[config.mk]
export PLATFORM = sky130hd
export DESIGN_NAME = quoted_printable_encoder_top_flat
export DESIGN_NICKNAME = d
export VERILOG_FILES = /design/src/qpe_pkg.sv /design/src/qpe_if.sv /design/src/qpe_front.sv /design/src/qpe_fifo.sv /design/src/qpe_back.sv /design/src/quoted_printable_encoder_top.sv /design/src/flat_wrapper.sv
export SDC_FILE = /design/constraint.sdc
export NUM_CORES = 1
export LEC_CHECK = 0
export BUFFER_PORTS_ARGS = -buffer_cell sky130_fd_sc_hd__clkbuf_2
export CORE_MARGIN = 2
export CORE_UTILIZATION = 55
export DETAILED_ROUTE_END_ITERATION = 10
export PLACE_DENSITY = 0.76
export SKIP_CTS_REPAIR_TIMING = 1
export SYNTH_ARGS = -nofsm -noshare
export SYNTH_HDL_FRONTEND = slang
export SYNTH_SLANG_ARGS = --single-unit
[constraint.sdc]
create_clock -name clock -period 4.71 [get_ports clock]
set_input_delay 0.2355 -clock clock [delete_from_list [all_inputs] [get_ports clock]]
set_output_delay 0.2355 -clock clock [all_outputs]
set_load 0.005 [all_outputs]
[src/qpe_pkg.sv]
// ----------------------------------------------------------------------------
// qpe_pkg
// types and constants shared by the quoted-printable encoder modules
// ----------------------------------------------------------------------------
package qpe_pkg;

   localparam logic [7:0] CHAR_PRINT_LO  = 8'h21;
   localparam logic [7:0] CHAR_PRINT_HI  = 8'h7E;
   localparam logic [7:0] CHAR_EQUALS    = 8'h3D;
   localparam logic [7:0] CHAR_CR        = 8'h0D;
   localparam logic [7:0] CHAR_LF        = 8'h0A;
   localparam logic [7:0] MAX_LINE_RESET = 8'd76;
   localparam logic [7:0] BREAK_MARGIN   = 8'd3;
   localparam logic [8:0] ESC_COST       = 9'd3;
   localparam logic [8:0] PLAIN_COST     = 9'd1;

   typedef enum logic [2:0] {
      PH_HEAD,
      PH_HEX_HI,
      PH_HEX_LO,
      PH_BRK_EQ,
      PH_BRK_CR,
      PH_BRK_LF
   } qpe_phase_type;

   typedef struct packed {
      logic [7:0] data;
      logic       escape;
      logic       soft_break;
      logic       eom;
   } qpe_desc_type;

   function automatic logic [7:0] hex_char(input logic [3:0] nib);
      logic [7:0] c;
      if (nib < 4'd10) begin
         c = 8'h30 + {4'd0, nib};
      end else begin
         c = 8'h37 + {4'd0, nib};
      end
      return c;
   endfunction

endpackage

[src/qpe_if.sv]
// ----------------------------------------------------------------------------
// qpe request and response channels
// valid/ready channels carrying raw bytes in and encoded characters out
// ----------------------------------------------------------------------------
interface qpe_req_if;
   logic       valid;
   logic       ready;
   logic [7:0] in_byte;
   logic       end_of_message;

   modport source (output valid, output in_byte, output end_of_message, input ready);
   modport sink   (input valid, input in_byte, input end_of_message, output ready);
endinterface

interface qpe_rsp_if;
   logic       valid;
   logic       ready;
   logic [7:0] out_char;
   logic       run_last;
   logic       message_last;

   modport source (output valid, output out_char, output run_last, output message_last,
                   input ready);
   modport sink   (input valid, input out_char, input run_last, input message_last,
                   output ready);
endinterface

[src/qpe_front.sv]
// ----------------------------------------------------------------------------
// qpe_front
// accepts requests, classifies each byte and tracks the line count
// ----------------------------------------------------------------------------
module qpe_front
   import qpe_pkg::*;
(
   input  logic         clock,
   input  logic         reset,
   input  logic         csr_we,
   input  logic [7:0]   csr_wdata,
   qpe_req_if.sink      req,
   input  logic         q_full,
   output logic         q_push,
   output qpe_desc_type q_data
);

   logic [7:0] max_line_ff;
   logic [7:0] max_line_in;
   logic [7:0] line_count_ff;
   logic [7:0] line_count_in;
   logic [7:0] threshold;
   logic [8:0] count_sum;
   logic       escape;
   logic       soft_break;

   always_comb begin
      escape = !((req.in_byte >= CHAR_PRINT_LO) && (req.in_byte <= CHAR_PRINT_HI) &&
                 (req.in_byte != CHAR_EQUALS));
      threshold  = (max_line_ff > BREAK_MARGIN) ? (max_line_ff - BREAK_MARGIN) : 8'd0;
      count_sum  = {1'b0, line_count_ff} + (escape ? ESC_COST : PLAIN_COST);
      soft_break = (count_sum >= {1'b0, threshold});
   end

   assign req.ready = !q_full;
   assign q_push    = req.valid && !q_full;
   assign q_data    = '{data: req.in_byte, escape: escape, soft_break: soft_break,
                        eom: req.end_of_message};

   always_comb begin
      max_line_in   = csr_we ? csr_wdata : max_line_ff;
      line_count_in = line_count_ff;
      if (q_push) begin
         line_count_in = (soft_break || req.end_of_message) ? 8'd0 : count_sum[7:0];
      end
   end

   always_ff @(posedge clock) begin
      if (reset) begin
         max_line_ff   <= MAX_LINE_RESET;
         line_count_ff <= 8'd0;
      end else begin
         max_line_ff   <= max_line_in;
         line_count_ff <= line_count_in;
      end
   end

   a_count_bounded: assert property (@(posedge clock) disable iff (reset)
      line_count_ff != 8'hFF)
      else $error("line count out of range");

endmodule

[src/qpe_fifo.sv]
// ----------------------------------------------------------------------------
// qpe_fifo
// short queue of classified requests between front and back
// ----------------------------------------------------------------------------
module qpe_fifo
   import qpe_pkg::*;
#(
   parameter int DEPTH = 2
) (
   input  logic         clock,
   input  logic         reset,
   input  logic         push,
   input  qpe_desc_type push_data,
   output logic         full,
   input  logic         pop,
   output logic         not_empty,
   output qpe_desc_type pop_data
);

   localparam int PTR_W = $clog2(DEPTH);
   localparam int CNT_W = $clog2(DEPTH + 1);

   qpe_desc_type           entry_ff [DEPTH];
   logic [PTR_W-1:0]       wr_ptr_ff, wr_ptr_in;
   logic [PTR_W-1:0]       rd_ptr_ff, rd_ptr_in;
   logic [CNT_W-1:0]       count_ff, count_in;

   assign full      = (count_ff == CNT_W'(DEPTH));
   assign not_empty = (count_ff != '0);
   assign pop_data  = entry_ff[rd_ptr_ff];

   always_comb begin
      wr_ptr_in = wr_ptr_ff;
      rd_ptr_in = rd_ptr_ff;
      count_in  = count_ff;
      if (push) begin
         wr_ptr_in = (wr_ptr_ff == PTR_W'(DEPTH - 1)) ? '0 : wr_ptr_ff + 1'b1;
      end
      if (pop) begin
         rd_ptr_in = (rd_ptr_ff == PTR_W'(DEPTH - 1)) ? '0 : rd_ptr_ff + 1'b1;
      end
      if (push && !pop) begin
         count_in = count_ff + 1'b1;
      end else if (pop && !push) begin
         count_in = count_ff - 1'b1;
      end
   end

   always_ff @(posedge clock) begin
      if (reset) begin
         wr_ptr_ff <= '0;
         rd_ptr_ff <= '0;
         count_ff  <= '0;
      end else begin
         wr_ptr_ff <= wr_ptr_in;
         rd_ptr_ff <= rd_ptr_in;
         count_ff  <= count_in;
      end
   end

   always_ff @(posedge clock) begin
      if (push) begin
         entry_ff[wr_ptr_ff] <= push_data;
      end
   end

   a_count_le_depth: assert property (@(posedge clock) disable iff (reset)
      count_ff <= CNT_W'(DEPTH))
      else $error("queue count above depth");

   a_no_overflow: assert property (@(posedge clock) disable iff (reset)
      full |-> !push)
      else $error("push into full queue");

endmodule

[src/qpe_back.sv]
// ----------------------------------------------------------------------------
// qpe_back
// expands each queued request into characters, one per cycle while the response side accepts them
// ----------------------------------------------------------------------------
module qpe_back
   import qpe_pkg::*;
(
   input  logic         clock,
   input  logic         reset,
   input  logic         q_not_empty,
   input  qpe_desc_type q_data,
   output logic         q_pop,
   qpe_rsp_if.source    rsp
);

   qpe_phase_type      phase_ff, phase_in;
   logic               valid_ff, valid_in;
   logic [7:0]         char_ff, char_in;
   logic               run_last_ff, run_last_in;
   logic               msg_last_ff, msg_last_in;
   logic               load;
   logic               data_done;
   logic               item_done;

   assign load = q_not_empty && (!valid_ff || rsp.ready);

   always_comb begin
      data_done = q_data.escape ? (phase_ff == PH_HEX_LO) : (phase_ff == PH_HEAD);
      item_done = (phase_ff == PH_BRK_LF) || (data_done && !q_data.soft_break);
   end

   // next phase
   always_comb begin
      phase_in = phase_ff;
      if (load) begin
         priority if (item_done) begin
            phase_in = PH_HEAD;
         end else if (data_done) begin
            phase_in = PH_BRK_EQ;
         end else begin
            unique case (phase_ff)
               PH_HEAD:   phase_in = PH_HEX_HI;
               PH_HEX_HI: phase_in = PH_HEX_LO;
               PH_BRK_EQ: phase_in = PH_BRK_CR;
               PH_BRK_CR: phase_in = PH_BRK_LF;
               default:   phase_in = PH_HEAD;
            endcase
         end
      end
   end

   // outputs
   always_comb begin
      unique case (phase_ff)
         PH_HEAD:   char_in = q_data.escape ? CHAR_EQUALS : q_data.data;
         PH_HEX_HI: char_in = hex_char(q_data.data[7:4]);
         PH_HEX_LO: char_in = hex_char(q_data.data[3:0]);
         PH_BRK_EQ: char_in = CHAR_EQUALS;
         PH_BRK_CR: char_in = CHAR_CR;
         PH_BRK_LF: char_in = CHAR_LF;
         default:   char_in = CHAR_EQUALS;
      endcase
      run_last_in = item_done;
      msg_last_in = item_done && q_data.eom;
      q_pop       = load && item_done;
      valid_in    = load || (valid_ff && !rsp.ready);
   end

   always_ff @(posedge clock) begin
      if (reset) begin
         phase_ff <= PH_HEAD;
         valid_ff <= 1'b0;
      end else begin
         phase_ff <= phase_in;
         valid_ff <= valid_in;
      end
   end

   always_ff @(posedge clock) begin
      if (load) begin
         char_ff     <= char_in;
         run_last_ff <= run_last_in;
         msg_last_ff <= msg_last_in;
      end
   end

   assign rsp.valid        = valid_ff;
   assign rsp.out_char     = char_ff;
   assign rsp.run_last     = run_last_ff;
   assign rsp.message_last = msg_last_ff;

   a_msg_last_ends_run: assert property (@(posedge clock) disable iff (reset)
      (valid_ff && msg_last_ff) |-> run_last_ff)
      else $error("message end not on run end");

   a_phase_range: assert property (@(posedge clock) disable iff (reset)
      phase_ff <= PH_BRK_LF)
      else $error("phase out of range");

endmodule

[src/quoted_printable_encoder_top.sv]
// ----------------------------------------------------------------------------
// quoted_printable_encoder_top
// Encodes one raw byte per request into quoted-printable text, one character
// per response. A byte from 0x21 to 0x7E other than '=' gives 1 character,
// any other byte gives '=' and two uppercase hex digits, and a soft break
// '=' CR LF follows when the line count reaches max_line minus 3, so one
// request yields 1, 3, 4 or 6 characters. The back end emits one character
// per clock while the response receiver is ready; the front end accepts
// requests back to back while the queue between the two has room, and a
// full response register does not stop it. The user must write max_line
// through csr_we/csr_wdata only while the block is idle; the block does not
// enforce this. max_line resets to 76.
// ----------------------------------------------------------------------------
module quoted_printable_encoder_top
   import qpe_pkg::*;
#(
   parameter int FIFO_DEPTH = 2
) (
   input  logic       clock,
   input  logic       reset,
   input  logic       csr_we,
   input  logic [7:0] csr_wdata,
   qpe_req_if.sink    req,
   qpe_rsp_if.source  rsp
);

   logic         q_full;
   logic         q_push;
   logic         q_pop;
   logic         q_not_empty;
   qpe_desc_type q_wdata;
   qpe_desc_type q_rdata;

   qpe_front u_front (
      .clock     (clock),
      .reset     (reset),
      .csr_we    (csr_we),
      .csr_wdata (csr_wdata),
      .req       (req),
      .q_full    (q_full),
      .q_push    (q_push),
      .q_data    (q_wdata)
   );

   qpe_fifo #(
      .DEPTH (FIFO_DEPTH)
   ) u_fifo (
      .clock     (clock),
      .reset     (reset),
      .push      (q_push),
      .push_data (q_wdata),
      .full      (q_full),
      .pop       (q_pop),
      .not_empty (q_not_empty),
      .pop_data  (q_rdata)
   );

   qpe_back u_back (
      .clock       (clock),
      .reset       (reset),
      .q_not_empty (q_not_empty),
      .q_data      (q_rdata),
      .q_pop       (q_pop),
      .rsp         (rsp)
   );

endmodule
[src/flat_wrapper.sv]
// flat-port wrapper written by rule: the top's interface ports become plain ports
module quoted_printable_encoder_top_flat import qpe_pkg::*;
#(
   parameter int FIFO_DEPTH = 2
)
  (clock, reset, csr_we, csr_wdata, req_valid, req_in_byte, req_end_of_message, req_ready, rsp_valid, rsp_out_char, rsp_run_last, rsp_message_last, rsp_ready);
  qpe_req_if req_i ();
  qpe_rsp_if rsp_i ();
  input  logic clock;
  input  logic reset;
  input  logic csr_we;
  input  logic [7:0] csr_wdata;
  input wire logic [$bits(req_i.valid)-1:0] req_valid;
  input wire logic [$bits(req_i.in_byte)-1:0] req_in_byte;
  input wire logic [$bits(req_i.end_of_message)-1:0] req_end_of_message;
  output wire logic [$bits(req_i.ready)-1:0] req_ready;
  output wire logic [$bits(rsp_i.valid)-1:0] rsp_valid;
  output wire logic [$bits(rsp_i.out_char)-1:0] rsp_out_char;
  output wire logic [$bits(rsp_i.run_last)-1:0] rsp_run_last;
  output wire logic [$bits(rsp_i.message_last)-1:0] rsp_message_last;
  input wire logic [$bits(rsp_i.ready)-1:0] rsp_ready;
  assign req_i.valid = req_valid;
  assign req_i.in_byte = req_in_byte;
  assign req_i.end_of_message = req_end_of_message;
  assign req_ready = req_i.ready;
  assign rsp_valid = rsp_i.valid;
  assign rsp_out_char = rsp_i.out_char;
  assign rsp_run_last = rsp_i.run_last;
  assign rsp_message_last = rsp_i.message_last;
  assign rsp_i.ready = rsp_ready;
  quoted_printable_encoder_top #(.FIFO_DEPTH(FIFO_DEPTH)) u_core (.clock(clock), .reset(reset), .csr_we(csr_we), .csr_wdata(csr_wdata), .req(req_i), .rsp(rsp_i));
endmodule
### Word level (Yosys, flattened, before mapping)

Memories as Yosys holds them, arrays and structs flattened. A register that Yosys moved wholly into a read port is not among the register bits.
Index checks and enable logic that the tools add are counted.

* add/sub/neg operators: 10
* $lt $le $gt $ge: 6
* equal/unequal tests: 7
* mux-type cells: 19
* reductions and logical operators: 24

Operator list (number)
* $pmux 8 s5: 1
* $add 6x4->7 const A: 4
* $mux 8: 3
* $mux 7: 2
* $pmux 3 s4: 1
* $logic_and 1x1->1: 10
* $add 8x2->9: 1
* $ge 9x8->1: 1
* $ge 8x6->1 const B: 1
* $gt 8x2->1 const B: 1
* $le 8x7->1 const B: 1
* $lt 4x4->1 const B: 2
* $ne 8x6->1 const B: 1
* $sub 8x2->8 const B: 1
* $logic_not 1->1: 7
* $mux 1: 7
* $eq 3x2->1 const B: 2
* $eq 3x3->1 const B: 2
* $mux 2: 3
* $mux 3: 2
* $logic_or 1x1->1: 4
* $reduce_bool 2->1: 2
* $eq 3x1->1 const B: 1
* $logic_not 3->1: 1
* 4 further kinds: 5

* flip-flop bits (word level): 34
* memory bits (writable): 22
* input port bits: 22
* output and inout bits: 12
* logic and storage cells: 77
* memories: 1

Memory list
* u_core.u_fifo.entry_ff: depth 2, width 11, rd ports 1, clocked after Yosys merged registers in 1, write ports 1, line qpe_fifo.sv:23 `qpe_desc_type entry_ff [DEPTH];`

### Depth between registers and ports, before layout

Gate-level depths: netlist of the first run.

* depth after elaboration: 8
* gate-level depth with buffers: 16
* depth with buffers taken out: 16

### Hierarchy

Synthesis of the first run repeated with hierarchy kept, for this count alone.

* cell total of the unflattened synthesis: 304
* area, all modules: 3171.8 um^2

Modules (own cells, without submodules)
* qpe_front: times used 1, cells each 142, area each 1239.9 um^2, sequential area each 320.3 um^2
* qpe_fifo: times used 1, cells each 56, area each 999.7 um^2, sequential area each 760.7 um^2
* qpe_back: times used 1, cells each 106, area each 932.1 um^2, sequential area each 380.4 um^2

### Least setup slack after synthesis of the first run

Ideal clock, no wire load.

* path kind: input-to-reg
* from: input port req_in_byte[4]
* to: register u_core.u_front.line_count_ff[3]
* setup time: 0.060 ns
* arrival time: 3.288 ns
* data required time: 4.650 ns
* slack: 1.362 ns
* stages: 14
* path buffers: 0
* cell sequence: nor4_1 > nor2_1 > o21a_1 > o21a_1 > fa_1 > or2_2 > nor2_1 > xor2_1 > ha_1 > a21oi_1 > o32ai_1 > nor3_1 > and3_1 > a22o_1

* word-level cells in the longest chain between the ends: 8
* elaborated cells on any way between the ends: 10
* those cells by class: add/sub: 1; order compare: 3; eq/ne: 1; mux: 2; reduce/logical: 3

RTL lines
* start, declared: line flat_wrapper.sv:14 `input wire logic [$bits(req_i.in_byte)-1:0] req_in_byte;`
* $ge 8x6->1 / $le 8x7->1 (equally long branches): line qpe_front.sv:28 `escape = !((req.in_byte >= CHAR_PRINT_LO) && (req.in_byte <= CHAR_PRINT_HI) &&`
* $logic_and 1x1->1: line qpe_front.sv:28
* $logic_and 1x1->1 (*): line qpe_front.sv:28
* $mux 2 (*): line qpe_front.sv:31 `count_sum = {1'b0, line_count_ff} + (escape ? ESC_COST : PLAIN_COST);`
* $add 8x2->9 (*): line qpe_front.sv:31
* $ge 9x8->1: line qpe_front.sv:32 `soft_break = (count_sum >= {1'b0, threshold});`
* $logic_or 1x1->1: line qpe_front.sv:44 `line_count_in = (soft_break || req.end_of_message) ? 8'd0 : count_sum[7:0];`
* $mux 8 (*): line qpe_front.sv:44
* end signal, assigned: line qpe_front.sv:54 `line_count_ff <= line_count_in;`
* end, declared: line qpe_front.sv:20 `logic [7:0] line_count_ff;`

Mark *: on every way between the ends. The rest lies on a longest branch, timed or not.
A chain may end at the register's enable or synchronous reset.

### Worst setup path in the final report of the first run

* from: input port req_in_byte[3]
* to: register u_core.u_front.line_count_ff[3]

Same word-level chain as after synthesis.

==> run summary, run 1 <==
The run finished with clean final reports. For the final hold slack, the log shows 0.103 ns. In the final timing run, aggregate negative setup slack is 0 ns.

STA puts the critical path data required time at 4.99 ns. The final routed DRC violation total is 0, and the internal power of the cells is 1.19 mW. Core area: 5440 sq um. Following the worst setup path forward leads to its endpoint at u_core.u_front.line_count_ff[3]. Setup repair after global routing left no endpoint under its margin.

The run gives 0.34 ns as the worst-skew pair later-pin latency. In this run the critical register-to-register path is launched from u_core.u_front.line_count_ff[0]. The leakage power total is 1.35 nW, and the number of nets in the layout is 366.

The slowest stage of the critical path belongs to the cell sky130_fd_sc_hd__fa_1. For the net switching component of the power, the log shows 0.595 mW. The combinational share of power was 0.295. The relative slew slack is 0.391. Ranked by total cell area, the synthesized netlist is headed by sky130_fd_sc_hd__edfxtp_1 32%, sky130_fd_sc_hd__dfxtp_1 16%, sky130_fd_sc_hd__ha_1 5.3%.

For flop-to-flop paths, the worst setup slack is 1.46 ns. The global routing usage summed across all routing layers was 0.212; the vias after detailed routing was 2310. Input and output buffers added on the ports amount to 33. The sum of buffers and inverters on the critical path works out to 1.

The number of antenna violations at the first check in global routing is 0, and the floorplan die height is 78.4 um. The share of synthesized flip-flops with an asynchronous set or reset works out to 0. The signal on the critical path passes through clkbuf_2, nor4_1, nor2_1, o21a_1, o21a_1, fa_1, or2_2, nor2_1, xor2_1, ha_1, a21oi_1, o32ai_1, nor3_1, and3_1, a22o_1. The cell area power density was 513 nW/um^2. For this run, the leading register cell type out of synthesis is sky130_fd_sc_hd__edfxtp_1. The fraction of layout instances using a drive strength above 1 is 0.173. The worst path needs 3.51 ns of the cycle, external delays included. The logs give 10200 um for the global-route wire length before repair and 0 for the max-cap violation count. The wire-length estimate of the detail-placed layout is 4240 um. The final layout contains routed wiring with a total length of 6070 um.

Summing all placed instances gives a cell area of 3250 sq um. Between clock sinks in the finished design, the worst skew comes to 0.00669 ns. Number of pins with negative max-slew slack in the final report: 0. Pin placement for this block handled 34 I/O pins. For the die area, the log shows 6150 sq um. At the pin with the least slew margin, the transition time is 0.909 ns. In this run the worst hold path is classified as primary input to flop.

Total clock sinks: 57. The maximum fanout encountered on the critical timing path is 6. The library cells used most frequently in the layout, excluding fill and tap cells, are 33 x sky130_fd_sc_hd__clkbuf_2, 32 x sky130_fd_sc_hd__edfxtp_1, 27 x sky130_fd_sc_hd__a21oi_1. The post-synthesis net count is 332. Number of global-route vias before repair: 2252. The number of synthesized flops with an enable pin works out to 32. The switching part of the total is 0.334. The area growth from synthesis to layout is 13.8%. The yosys synthesis warning count came out at 0. Finished layout cell area: 3470 sq um. On the worst path, the slowest cell contributes a delay of 0.53 ns.

The count of cells in the finished layout, fillers not included, comes to 407. The run gives 0.915 as the final weighted congestion in routability-driven placement. The worst setup path is of the primary input to flop kind. The area share of the largest cell type after synthesis is 0.315. The worst setup path is captured at a flop. The path length in cells of the critical path is 15. The total overflow reported by the global router is 0. The average size of a mapped cell was 10.3 sq um. In this run the horizontal extent of the chip is 78.4 um. Synthesis handed over a netlist of 296 instances. The tools report the startpoint type of the worst setup path as a primary input. The maximum buffer depth of the clock tree was 2; the clock transition at the registers of the reported paths was 0.07 ns.

For the clock network fraction of design power, the log shows 0.287. The number of antenna diodes in the final layout is 0. Setup slack closes at 1.20 ns. In this run the clock root is driven by a sky130_fd_sc_hd__clkbuf_8. Setup violations remaining at the end of the flow were counted as 0. Broken down by cell family, the worst path's largest delay share belongs to simple AND/OR/NAND/NOR gates. Synthesis-stage register bit count: 57.

Data arrives at the worst endpoint at 3.79 ns. For the number of routed nets with antenna violations, the log shows 0. For the number of H-tree levels, the log shows 3. The most common cell after layout, fill and taps aside was sky130_fd_sc_hd__clkbuf_2. The pre-antenna-repair detailed-routing pass consisted of 4 iterations. The routed via count divided by cell count is 5.68. The largest total area in the synthesized netlist belongs to sky130_fd_sc_hd__edfxtp_1.

The post-detailed-route wirelength per cell was 14.9 um; the number of different library cells in the post-synthesis netlist was 59. The largest voltage drop on the vdd net was 0.209 mV. In this run the critical register-to-register path is captured at u_core.u_front.line_count_ff[3]. The number of buffers created by CTS is 9, and the initial detailed-routing violation count is 120. The share of the clock period used by the worst path is 0.744, and the worst setup timing slack at the placement stage is 0.908 ns. The count of placed standard cells including taps was 391. The critical path starts at req_in_byte[3]. The cell area that synthesis handed to floorplanning was 3050 sq um. TritonCTS built the clock tree. Portion of total power attributed to sequential cells: 0.417. The row count is 27, and the maximum number of pins on one net before global-route repair is 22. The logs give 0 for the final hold violation count and 285 MHz for the highest clock frequency the design can meet.

The sequential cell area fraction in the yosys report came out at 0.480. The initial core utilization is 0.560. The depth of the most critical reg-to-reg path was 11.
how the worst min path moves through the flow:
stage,startpoint,end,slack (ns),cells past startpoint
6_report,csr_wdata[2],u_core.u_front.max_line_ff[2],0.10,2
5_1_grt,csr_wdata[2],u_core.u_front.max_line_ff[2],0.09,2
4_1_cts,csr_wdata[2],u_core.u_front.max_line_ff[2],0.09,2
3_5_place_dp,csr_wdata[3],u_core.u_front.max_line_ff[3],0.45,2
3_3_place_gp,csr_wdata[2],u_core.u_front.max_line_ff[2],0.44,2
2_1_floorplan,req_end_of_message,u_core.u_fifo.entry_ff[0][0],0.33,0
flip-flops by register name, indices dropped and copies added (netlist names), named ones only:
| name | cells |
|---|---|
| u_core.u_front.line_count_ff | 8 |
| u_core.u_back.rsp.valid | 1 |
| u_core.u_back.rsp.message_last | 1 |
| u_core.u_fifo.count_ff | 2 |
| u_core.u_front.max_line_ff | 8 |
| u_core.u_back.rsp.run_last | 1 |
| u_core.u_back.rsp.out_char | 8 |
| u_core.u_fifo.rd_ptr_ff | 1 |
| u_core.u_fifo.wr_ptr_ff | 1 |
| u_core.u_fifo.entry_ff | 22 |
| u_core.u_back.phase_ff | 3 |
cell type report:
type,instances,area (sq um)
Fill cell,431,1970
Multi-Input combinational cell,216,1480
Sequential cell,57,1460
Timing Repair Buffer,33,165
Clock buffer,10,128
Clock inverter,6,92.6
Tap cell,72,90.1
Inverter,13,48.8
synth_stat cells (5+ instances only):
library cell	count
sky130_fd_sc_hd__a21oi_1	27
sky130_fd_sc_hd__clkbuf_1	5
sky130_fd_sc_hd__dfxtp_1	25
sky130_fd_sc_hd__edfxtp_1	32
sky130_fd_sc_hd__ha_1	13
sky130_fd_sc_hd__inv_1	13
sky130_fd_sc_hd__mux2i_1	15
sky130_fd_sc_hd__nand2_1	24
sky130_fd_sc_hd__nor2_1	25
sky130_fd_sc_hd__nor2b_1	6
sky130_fd_sc_hd__nor3_1	8
sky130_fd_sc_hd__o21ai_0	16
sky130_fd_sc_hd__or3_1	6
sky130_fd_sc_hd__xnor2_1	5
sky130_fd_sc_hd__xor2_1	8
power groups by stage:
stage                     Clock [mW]  Sequential, mW  Combinational (mW)
after floorplan                    0           0.713               0.415
after global placement             0           0.747               0.505
after detailed placement           0           0.754               0.514
after CTS                      0.517           0.743               0.522
after global routing           0.538           0.759               0.588
final                          0.512           0.743               0.526
cells by family (layout without fill, tap and decap cells):
| group | count (synthesis) | in the layout | share of synthesized area |
|---|---|---|---|
| muxes | 18 | 18 | 0.0641 |
| xor gates and xnor gates | 14 | 14 | 0.0427 |
| AOI/OAI and AO/OA | 72 | 72 | 0.153 |
| and+or+nand+nor | 98 | 98 | 0.167 |
| buffers and inverters | 23 | 62 | 0.0337 |
| adders and majority gates | 14 | 14 | 0.0600 |
| DFF | 57 | 57 | 0.480 |
worst register-to-register path: cells and delay by family, from the launching register on:
family | cells | cell delay (ns)
flip-flops | 1 | 0.41
AND/OR/NAND/NOR | 4 | 1.31
buffers and inverters | 1 | 0.08
adder cells (fa/ha/maj) | 2 | 0.78
AO/OA/AOI/OAI | 3 | 0.40
XOR/XNOR | 1 | 0.21
through the flow:
stage	utilization	total power, mW
2_1_floorplan	-	1.13
3_3_place_gp	0.597	1.25
3_5_place_dp	0.597	1.27
4_1_cts	0.638	1.78
5_1_grt	0.638	1.88
6_report	0.638	1.78
metal layers:
layer,up-vias,track usage,share of wire
met4,0,0.0982,0.022
met2,69,0.330,0.46
met3,14,0.0483,0.042
met5,-,0,0
met1,1068,0.283,0.47
li1,1159,-,-
Note: power is estimated with default switching activity, not from simulation.
==> run 2: changes to the inputs <==
==> constraint.sdc (replaced) <==
create_clock -name clock -period 3.3 [get_ports clock]
set_input_delay 0.165 -clock clock [delete_from_list [all_inputs] [get_ports clock]]
set_output_delay 0.165 -clock clock [all_outputs]
set_load 0.005 [all_outputs]
==> run 2 against run 1 <==
- clock-buffer cell count increased by 3
- die area is the same
- non-clock buffer count is 12 higher
- clock power rose by 18%
- core utilization up 1.1 points
- power increased by 36%
- sequential cell count stayed put
- clock skew increased by 0.00084 ns
- final cell count is 2.9% higher
- routed wire length increased by 3.2%
- largest power group unchanged
==> run summary, run 2 (same netlist as run 1, synthesis figures left out) <==
The flow ran to the end, and the final reports show no timing, DRC or antenna violations. The chip width came out at 78.4 um (unchanged). The startpoint type of the worst setup path is a primary input (unchanged). The number of routed nets with antenna violations was 0 (unchanged); the area occupied by registers was 1460 sq um (unchanged). The core area is 5440 sq um (unchanged), and the global routing usage summed across all routing layers is 0.219 (was 0.212).

Class of the worst hold path: primary input to flop (unchanged). The sum of internal, switching and leakage power was 2.42 mW (was 1.78 mW); the relative slew slack was 0.421 (was 0.391). The number of inserted diodes was 0 (unchanged).

The logs give 0.963 (was 0.915) for the final weighted congestion in routability-driven placement and 0.649 (was 0.638) for the final standard cell utilization of the core. The cell area power density was 686 nW/um^2 (was 513 nW/um^2). TritonCTS built the clock tree. Clock transition at the registers of the reported paths: 0.07 ns (about the same). The tools report the overall routed net length as 6270 um (was 6070 um). The share of the clock period used by the worst path was 0.956; the initial detailed-routing violation count was 126 (was 120). Multi-input gate area in the final layout: 1490 sq um (was 1480 sq um). The logs give 0.34 ns (about the same) for the worst-skew pair later-pin latency and 0 (unchanged) for the max-cap violation count. The vias after detailed routing came out at 2425 (was 2310).

The fraction of layout instances using a drive strength above 1 was 0.205 (was 0.173); the detailed-placement wirelength estimate was 4510 um (was 4240 um). The logs give 2 (unchanged) for the maximum buffer depth of the clock tree and 378 (was 366) for the number of nets in the layout. Die area: 6150 sq um (unchanged). The critical-path cell with the highest stage delay was sky130_fd_sc_hd__fa_1 (unchanged). The flip-flop count of the largest register, all copies and words added was 22 (unchanged). Commonest cells after routing, fill and taps aside: 33 x sky130_fd_sc_hd__clkbuf_2, 32 x sky130_fd_sc_hd__edfxtp_1, 27 x sky130_fd_sc_hd__a21oi_1 (unchanged).

The nature of the critical path endpoint was a flop (unchanged). The logs give 4 (unchanged) for the length of the first detailed-routing pass in iterations and 3.43 ns (was 3.79 ns) for the worst endpoint data arrival time. Number of H-tree levels: 3 (unchanged). The number of pins with negative max-slew slack in the final report is 0 (unchanged), and the number of buffers created by CTS is 9 (unchanged). Register with the most flip-flops: u_core.u_fifo.entry_ff (unchanged). The count of input and output buffers was 33 (unchanged). The run gives 57 (unchanged) as the total clock sinks.

Top cell family by delay on the critical path: simple AND/OR/NAND/NOR gates (unchanged). The critical path data required time is 3.58 ns (was 4.99 ns), and the actual slew at the worst max-slew pin is 0.865 ns (was 0.909 ns). The worst clock skew on the final layout was 0.00753 ns (was 0.00669 ns); the post-detailed-route wirelength per cell was 15.0 um (was 14.9 um).

The final hold violation count was 0 (unchanged); the synthesis-to-layout area growth was 15.8% (was 13.8%). The floorplan die height is 78.4 um (unchanged). The initial core utilization is 0.560 (unchanged). The fill cell total of the finished layout came out at 446 (was 431).

The tools report the leakage power total as 1.40 nW (was 1.35 nW). The maximum fanout encountered on the critical timing path was 6 (unchanged); the setup violation total in the final timing report was 0 (unchanged). The boundary pin count is 34 (unchanged), and the number of antenna violations at the first check in global routing is 0 (unchanged). The tools report the row count as 27 (unchanged). The total overflow reported by the global router is 0 (unchanged), and the delay of the slowest critical-path stage is 0.45 ns (was 0.53 ns).

For the global-route wire length before repair, the log shows 10500 um (was 10200 um). Critical Path, Cell by Cell: clkbuf_2, nor4_2, nor2_1, o21a_1, o21a_1, fa_1, or2_2, nor2_1, xor2_1, ha_1, a21oi_1, o32ai_1, nor3_1, buf_4, and3_1, a22o_1 (was clkbuf_2, nor4_1, nor2_1, o21a_1, o21a_1, fa_1, or2_2, nor2_1, xor2_1, ha_1, a21oi_1, o32ai_1, nor3_1, and3_1, a22o_1). The critical path start-end classification was primary input to flop (unchanged). For this run, the top clock speed supported by timing is 317 MHz. The final critical-path required period works out to 3.15 ns. The run gives 0.322 mV (was 0.209 mV) as the largest voltage drop on the vdd net. The routed via count divided by cell count was 5.79 (was 5.68); the maximum number of pins on one net before global-route repair was 22 (unchanged).

Final routed DRC violation total: 0 (unchanged). The tools report the number of global-route vias before repair as 2348 (was 2252). The tools report the clock tree root driver cell as sky130_fd_sc_hd__clkbuf_8 (unchanged). Most common cell after layout, fill and taps aside: sky130_fd_sc_hd__clkbuf_2 (unchanged). Sum of buffers and inverters on the critical path: 2 (was 1).
## run 2: area by class of cell
class / count / area share
clock buffers: 13 / 0.0479
clock inverters: 3 / 0.00426
inverters: 13 / 0.0138
multi-input cells: 216 / 0.422
flip-flops and latches: 57 / 0.414
well taps: 72 / 0.0255
repair buffers: 45 / 0.0723
## run 2: power breakdown
group          total, mW  internal [mW]  switching [mW]
clock              0.605          0.330           0.275
sequential          1.04          0.942          0.0979
combinational      0.776          0.331           0.445
total               2.42           1.60           0.817
## run 2: stage by stage
stage	hold slack (ns)	worst slack [ns]	area, sq um	setup TNS (ns)	std cells
2_1_floorplan	0.264	0.0228	3050	0	296
3_3_place_gp	0.373	0.0303	3330	0	402
3_5_place_dp	0.381	-0.135	3330	-0.700	402
4_1_cts	0.0217	0.175	3510	0	418
5_1_grt	0.0230	-0.0506	3530	-0.167	419
6_report	0.0268	0.146	3530	0	419
## run 2: per-layer routing
| metal | global-route usage | vias up | part of all wire |
|---|---|---|---|
| li1 | - | 1180 | - |
| met2 | 0.355 | 81 | 0.48 |
| met1 | 0.273 | 1140 | 0.45 |
| met4 | 0.126 | 0 | 0.031 |
| met3 | 0.0448 | 24 | 0.037 |
| met5 | 0 | - | 0 |
## run 2: worst paths after layout
check                                        from  slack (ns)                              end  cells past startpoint
hold reg to reg   u_core.u_front.line_count_ff[1]        0.49  u_core.u_front.line_count_ff[1]                      2
setup / recovery                   req_in_byte[4]        0.15  u_core.u_front.line_count_ff[6]                     16
hold / removal                       csr_wdata[2]        0.03    u_core.u_front.max_line_ff[2]                      2
setup reg to reg  u_core.u_front.line_count_ff[0]        0.39  u_core.u_front.line_count_ff[6]                     12
==> run 3: changes to the inputs <==
--- a/config.mk
+++ b/config.mk
@@ -5,6 +5,7 @@
 export SDC_FILE = /design/constraint.sdc
 export NUM_CORES = 1
 export LEC_CHECK = 0
+export ABC_AREA = 1
 export BUFFER_PORTS_ARGS = -buffer_cell sky130_fd_sc_hd__clkbuf_2
 export CORE_MARGIN = 2
 export CORE_UTILIZATION = 55
==> constraint.sdc (replaced) <==
create_clock -name clock -period 3.7 [get_ports clock]
set_input_delay 0.185 -clock clock [delete_from_list [all_inputs] [get_ports clock]]
set_output_delay 0.185 -clock clock [all_outputs]
set_load 0.005 [all_outputs]
==> run 3 against run 2 <==
- core utilization decreased by 0.74 points
- clock skew barely moved
- first-iteration DRC count grew 17%
- critical path type unchanged
- worst setup slack gained 0.74 ns
- area after synthesis is 1.6% higher
==> run summary, run 3 <==
Post-synthesis net count: 409 (was 332). The critical path launch point was req_in_byte[3] (was req_in_byte[4]). Post-synthesis cell type with the largest combined area: sky130_fd_sc_hd__edfxtp_1 (unchanged). The tools report the critical hold path startpoint as csr_wdata[2] (unchanged). The critical path data required time came out at 3.76 ns (was 3.58 ns). The tools report the worst endpoint data arrival time as 2.88 ns (was 3.43 ns).

The adder and majority gate portion of the synthesized area was 0.0590 (was 0.0600); the detailed-placement wirelength estimate was 4600 um (was 4510 um). The tools report the core area as 5470 sq um (was 5440 sq um). The maximum fanout encountered on the critical timing path was 9 (was 6); the row count was 27 (unchanged). The tools report the final routed DRC violation total as 0 (unchanged).

The cell area power density works out to 643 nW/um^2 (was 686 nW/um^2). The run gives 6250 sq um (was 6150 sq um) as the die area. The run gives 1.54 nW (was 1.40 nW) as the leakage power total.

The compound-cell area share of the yosys netlist works out to 0.114 (was 0.153). The run gives 491 (was 446) as the fill cell total of the finished layout. The average size of a mapped cell was 8.30 sq um (was 10.3 sq um). The sum of internal, switching and leakage power was 2.26 mW (was 2.42 mW).

The post-synth design cell area was 3100 sq um (was 3050 sq um); the global-route wire length before repair was 10700 um (was 10500 um). The area occupied by registers came out at 1460 sq um (unchanged). The launching point of the worst reg2reg path is u_core.u_front.line_count_ff[0] (unchanged).

The number of nets in the layout was 447 (was 378). The length of the first detailed-routing pass in iterations came out at 4 (unchanged). Setup repair after global routing left no endpoint under its margin. The sequential cell area fraction in the yosys report was 0.472 (was 0.480). TritonCTS built the clock tree. Leading cell types by total area after synthesis: sky130_fd_sc_hd__edfxtp_1 31%, sky130_fd_sc_hd__dfxtp_1 16%, sky130_fd_sc_hd__nand2_1 10% (was sky130_fd_sc_hd__edfxtp_1 32%, sky130_fd_sc_hd__dfxtp_1 16%, sky130_fd_sc_hd__ha_1 5.3%).

Flip-flop count of the largest register, all copies and words added: 22 (unchanged). The clock transition at the registers of the reported paths is 0.06 ns (was 0.07 ns), and the global routing usage summed across all routing layers is 0.220 (was 0.219). The largest voltage drop on the vdd net is 0.318 mV (was 0.322 mV), and the initial detailed-routing violation count is 148 (was 126).

Floorplan die height: 79.0 um (was 78.4 um). The number of global-route vias before repair was 2410 (was 2348); the initial core utilization was 0.566 (was 0.560). The synthesis-to-layout area growth is 13.3% (was 15.8%). The final hold violation count was 0 (unchanged); the max-cap violation count was 0 (unchanged). The number of buffers created by CTS was 9 (unchanged); the synthesized instance count was 373 (was 296). The worst clock skew on the final layout was 0.00793 ns (was 0.00753 ns). The maximum number of pins on one net before global-route repair came out at 20 (was 22).

After layout, the minimum clock period comes to 2.82 ns. The fraction of layout instances using a drive strength above 1 works out to 0.156 (was 0.205). Register with the most flip-flops: u_core.u_fifo.entry_ff (unchanged). The count of input and output buffers is 33 (unchanged). The number of synthesized flops with an enable pin came out at 32 (unchanged). Commonest cells after routing, fill and taps aside: 83 x sky130_fd_sc_hd__nand2_1, 47 x sky130_fd_sc_hd__inv_1, 36 x sky130_fd_sc_hd__nor2_1 (was 33 x sky130_fd_sc_hd__clkbuf_2, 32 x sky130_fd_sc_hd__edfxtp_1, 27 x sky130_fd_sc_hd__a21oi_1). The overall routed net length was 6330 um (was 6270 um); the number of routed nets with antenna violations was 0 (unchanged). Derived from the worst setup path, the maximum achievable clock frequency is 355 MHz. The standard cell area after detailed placement was 3320 sq um (was 3330 sq um); the number of inserted diodes was 0 (unchanged). Finished layout cell area: 3510 sq um (was 3530 sq um). The final weighted congestion in routability-driven placement is 0.861 (was 0.963). The actual slew at the worst max-slew pin came out at 0.961 ns (was 0.865 ns). Commonest cells in the netlist: 83 x sky130_fd_sc_hd__nand2_1, 47 x sky130_fd_sc_hd__inv_1, 36 x sky130_fd_sc_hd__nor2_1 (was 32 x sky130_fd_sc_hd__edfxtp_1, 27 x sky130_fd_sc_hd__a21oi_1, 25 x sky130_fd_sc_hd__dfxtp_1, 25 x sky130_fd_sc_hd__nor2_1, 24 x sky130_fd_sc_hd__nand2_1).

The number of antenna violations at the first check in global routing was 0 (unchanged); the maximum buffer depth of the clock tree was 2 (unchanged). The area share of the largest cell type after synthesis was 0.310 (was 0.315). Share of synthesized flip-flops with an asynchronous set or reset: 0 (unchanged).

The synthesis-stage register bit count works out to 57 (unchanged). The tools report the multi-input gate area in the final layout as 1410 sq um (was 1490 sq um). The tools report the startpoint type of the worst setup path as a primary input (unchanged). The number of H-tree levels is 3 (unchanged).

The nature of the critical path endpoint is a flop (unchanged). The share of the clock period used by the worst path is 0.762, and the relative slew slack is 0.357 (was 0.421). The chip width came out at 79.0 um (was 78.4 um). The clock tree root driver cell is sky130_fd_sc_hd__clkbuf_8 (unchanged). The most common cell after layout, fill and taps aside is sky130_fd_sc_hd__nand2_1 (was sky130_fd_sc_hd__clkbuf_2). The tools report the number of different library cells in the post-synthesis netlist as 38 (was 59).

The logs give 0 (unchanged) for the yosys synthesis warning count and 0 ns (unchanged) for the post-route setup TNS. The boundary pin count was 34 (unchanged). Dominant synthesized flop cell: sky130_fd_sc_hd__edfxtp_1 (unchanged). The post-detailed-route wirelength per cell came out at 13.0 um (was 15.0 um). The total clock sinks came out at 57 (unchanged). The xor/xnor cell area share of the yosys netlist works out to 0.0198 (was 0.0427). The basic-gate share of the synthesized area counting and, or, nand and nor cells works out to 0.253 (was 0.167). The total overflow reported by the global router was 0 (unchanged). The number of pins with negative max-slew slack in the final report is 0 (unchanged). The most frequent cell after synthesis is sky130_fd_sc_hd__nand2_1 (was sky130_fd_sc_hd__edfxtp_1).

The setup violation total in the final timing report came out at 0 (unchanged). The proportion of synthesized area in mux cells works out to 0.00970 (was 0.0641). The combinational family with the most area after synthesis is simple AND/OR/NAND/NOR gates (unchanged).

Vias after detailed routing: 2569 (was 2425). The run finished with clean final reports. The routed via count divided by cell count is 5.26 (was 5.79).

The critical path start-end classification is primary input to flop (unchanged). The class of the worst hold path is primary input to flop (unchanged). The worst-skew pair later-pin latency was 0.34 ns (about the same).
[run 3: cell count changes in the layout (fill, tap and decap cells not counted), moves of 12 or more]
cell and delta:
sky130_fd_sc_hd__buf_4 -12, sky130_fd_sc_hd__inv_1 +34, sky130_fd_sc_hd__mux2i_1 -12, sky130_fd_sc_hd__nand2_1 +59, sky130_fd_sc_hd__nand3_1 +16, sky130_fd_sc_hd__nand4_1 +12
[run 3: final timing paths]
kind / end / depth (start not counted) / slack (ns)
hold reg to reg: u_core.u_front.line_count_ff[1] / 2 / 0.50
setup reg to reg: u_core.u_fifo.entry_ff[0][1] / 11 / 0.96
hold / removal: u_core.u_front.max_line_ff[2] / 3 / 0.06
setup / recovery: u_core.u_fifo.entry_ff[0][1] / 15 / 0.88
[run 3: critical path: stages]
cell and delay, ns:
sky130_fd_sc_hd__clkbuf_2 0.12, sky130_fd_sc_hd__nor4_1 0.29, sky130_fd_sc_hd__o211ai_1 0.12, sky130_fd_sc_hd__nand3_1 0.15, sky130_fd_sc_hd__inv_1 0.08, sky130_fd_sc_hd__fa_1 0.47
sky130_fd_sc_hd__nor2_2 0.20, sky130_fd_sc_hd__nand2_1 0.09, sky130_fd_sc_hd__xor2_1 0.20, sky130_fd_sc_hd__inv_1 0.07, sky130_fd_sc_hd__ha_1 0.31, sky130_fd_sc_hd__a21oi_1 0.17
sky130_fd_sc_hd__nand2_1 0.08, sky130_fd_sc_hd__nand2_1 0.24, sky130_fd_sc_hd__nand2_1 0.11
[run 3: power breakdown]
group	internal [mW]	switching, mW
Combinational	0.261	0.492
Sequential	0.853	0.0742
Clock	0.328	0.247
Total	1.44	0.814
[run 3: kinds of logic after synthesis]
group,after synthesis
adder cells (fa/ha/maj),14
AND/OR/NAND/NOR,175
multiplexers,3
AO/OA/AOI/OAI,60
flip-flops,57
buffers and inverters,57
XOR/XNOR,7
[run 3: layer usage]
metal  part of all wire  track usage  routed length (um)
met5                  0            0                   0
met4              0.018        0.107                 112
met3              0.033       0.0477                 206
met2               0.46        0.339                2920
met1               0.49        0.293                3080
[run 3: area by class of cell]
cell class	count	share of cell area
clock inverters	3	0.0118
repair buffers	33	0.0471
inverters	51	0.0545
well taps	72	0.0257
flip-flops and latches	57	0.416
multi-input cells	259	0.402
clock buffers	13	0.0424
[run 3: metrics by stage]
stage	utilization	hold WS, ns	std cells	setup WS (ns)
finish	0.641	0.0643	488	0.882
global placement	0.607	0.407	472	0.693
floorplan	-	0.284	373	1.05
detailed placement	0.607	0.405	472	0.533
global route	0.641	0.0748	488	0.695
CTS	0.641	0.0584	488	0.877
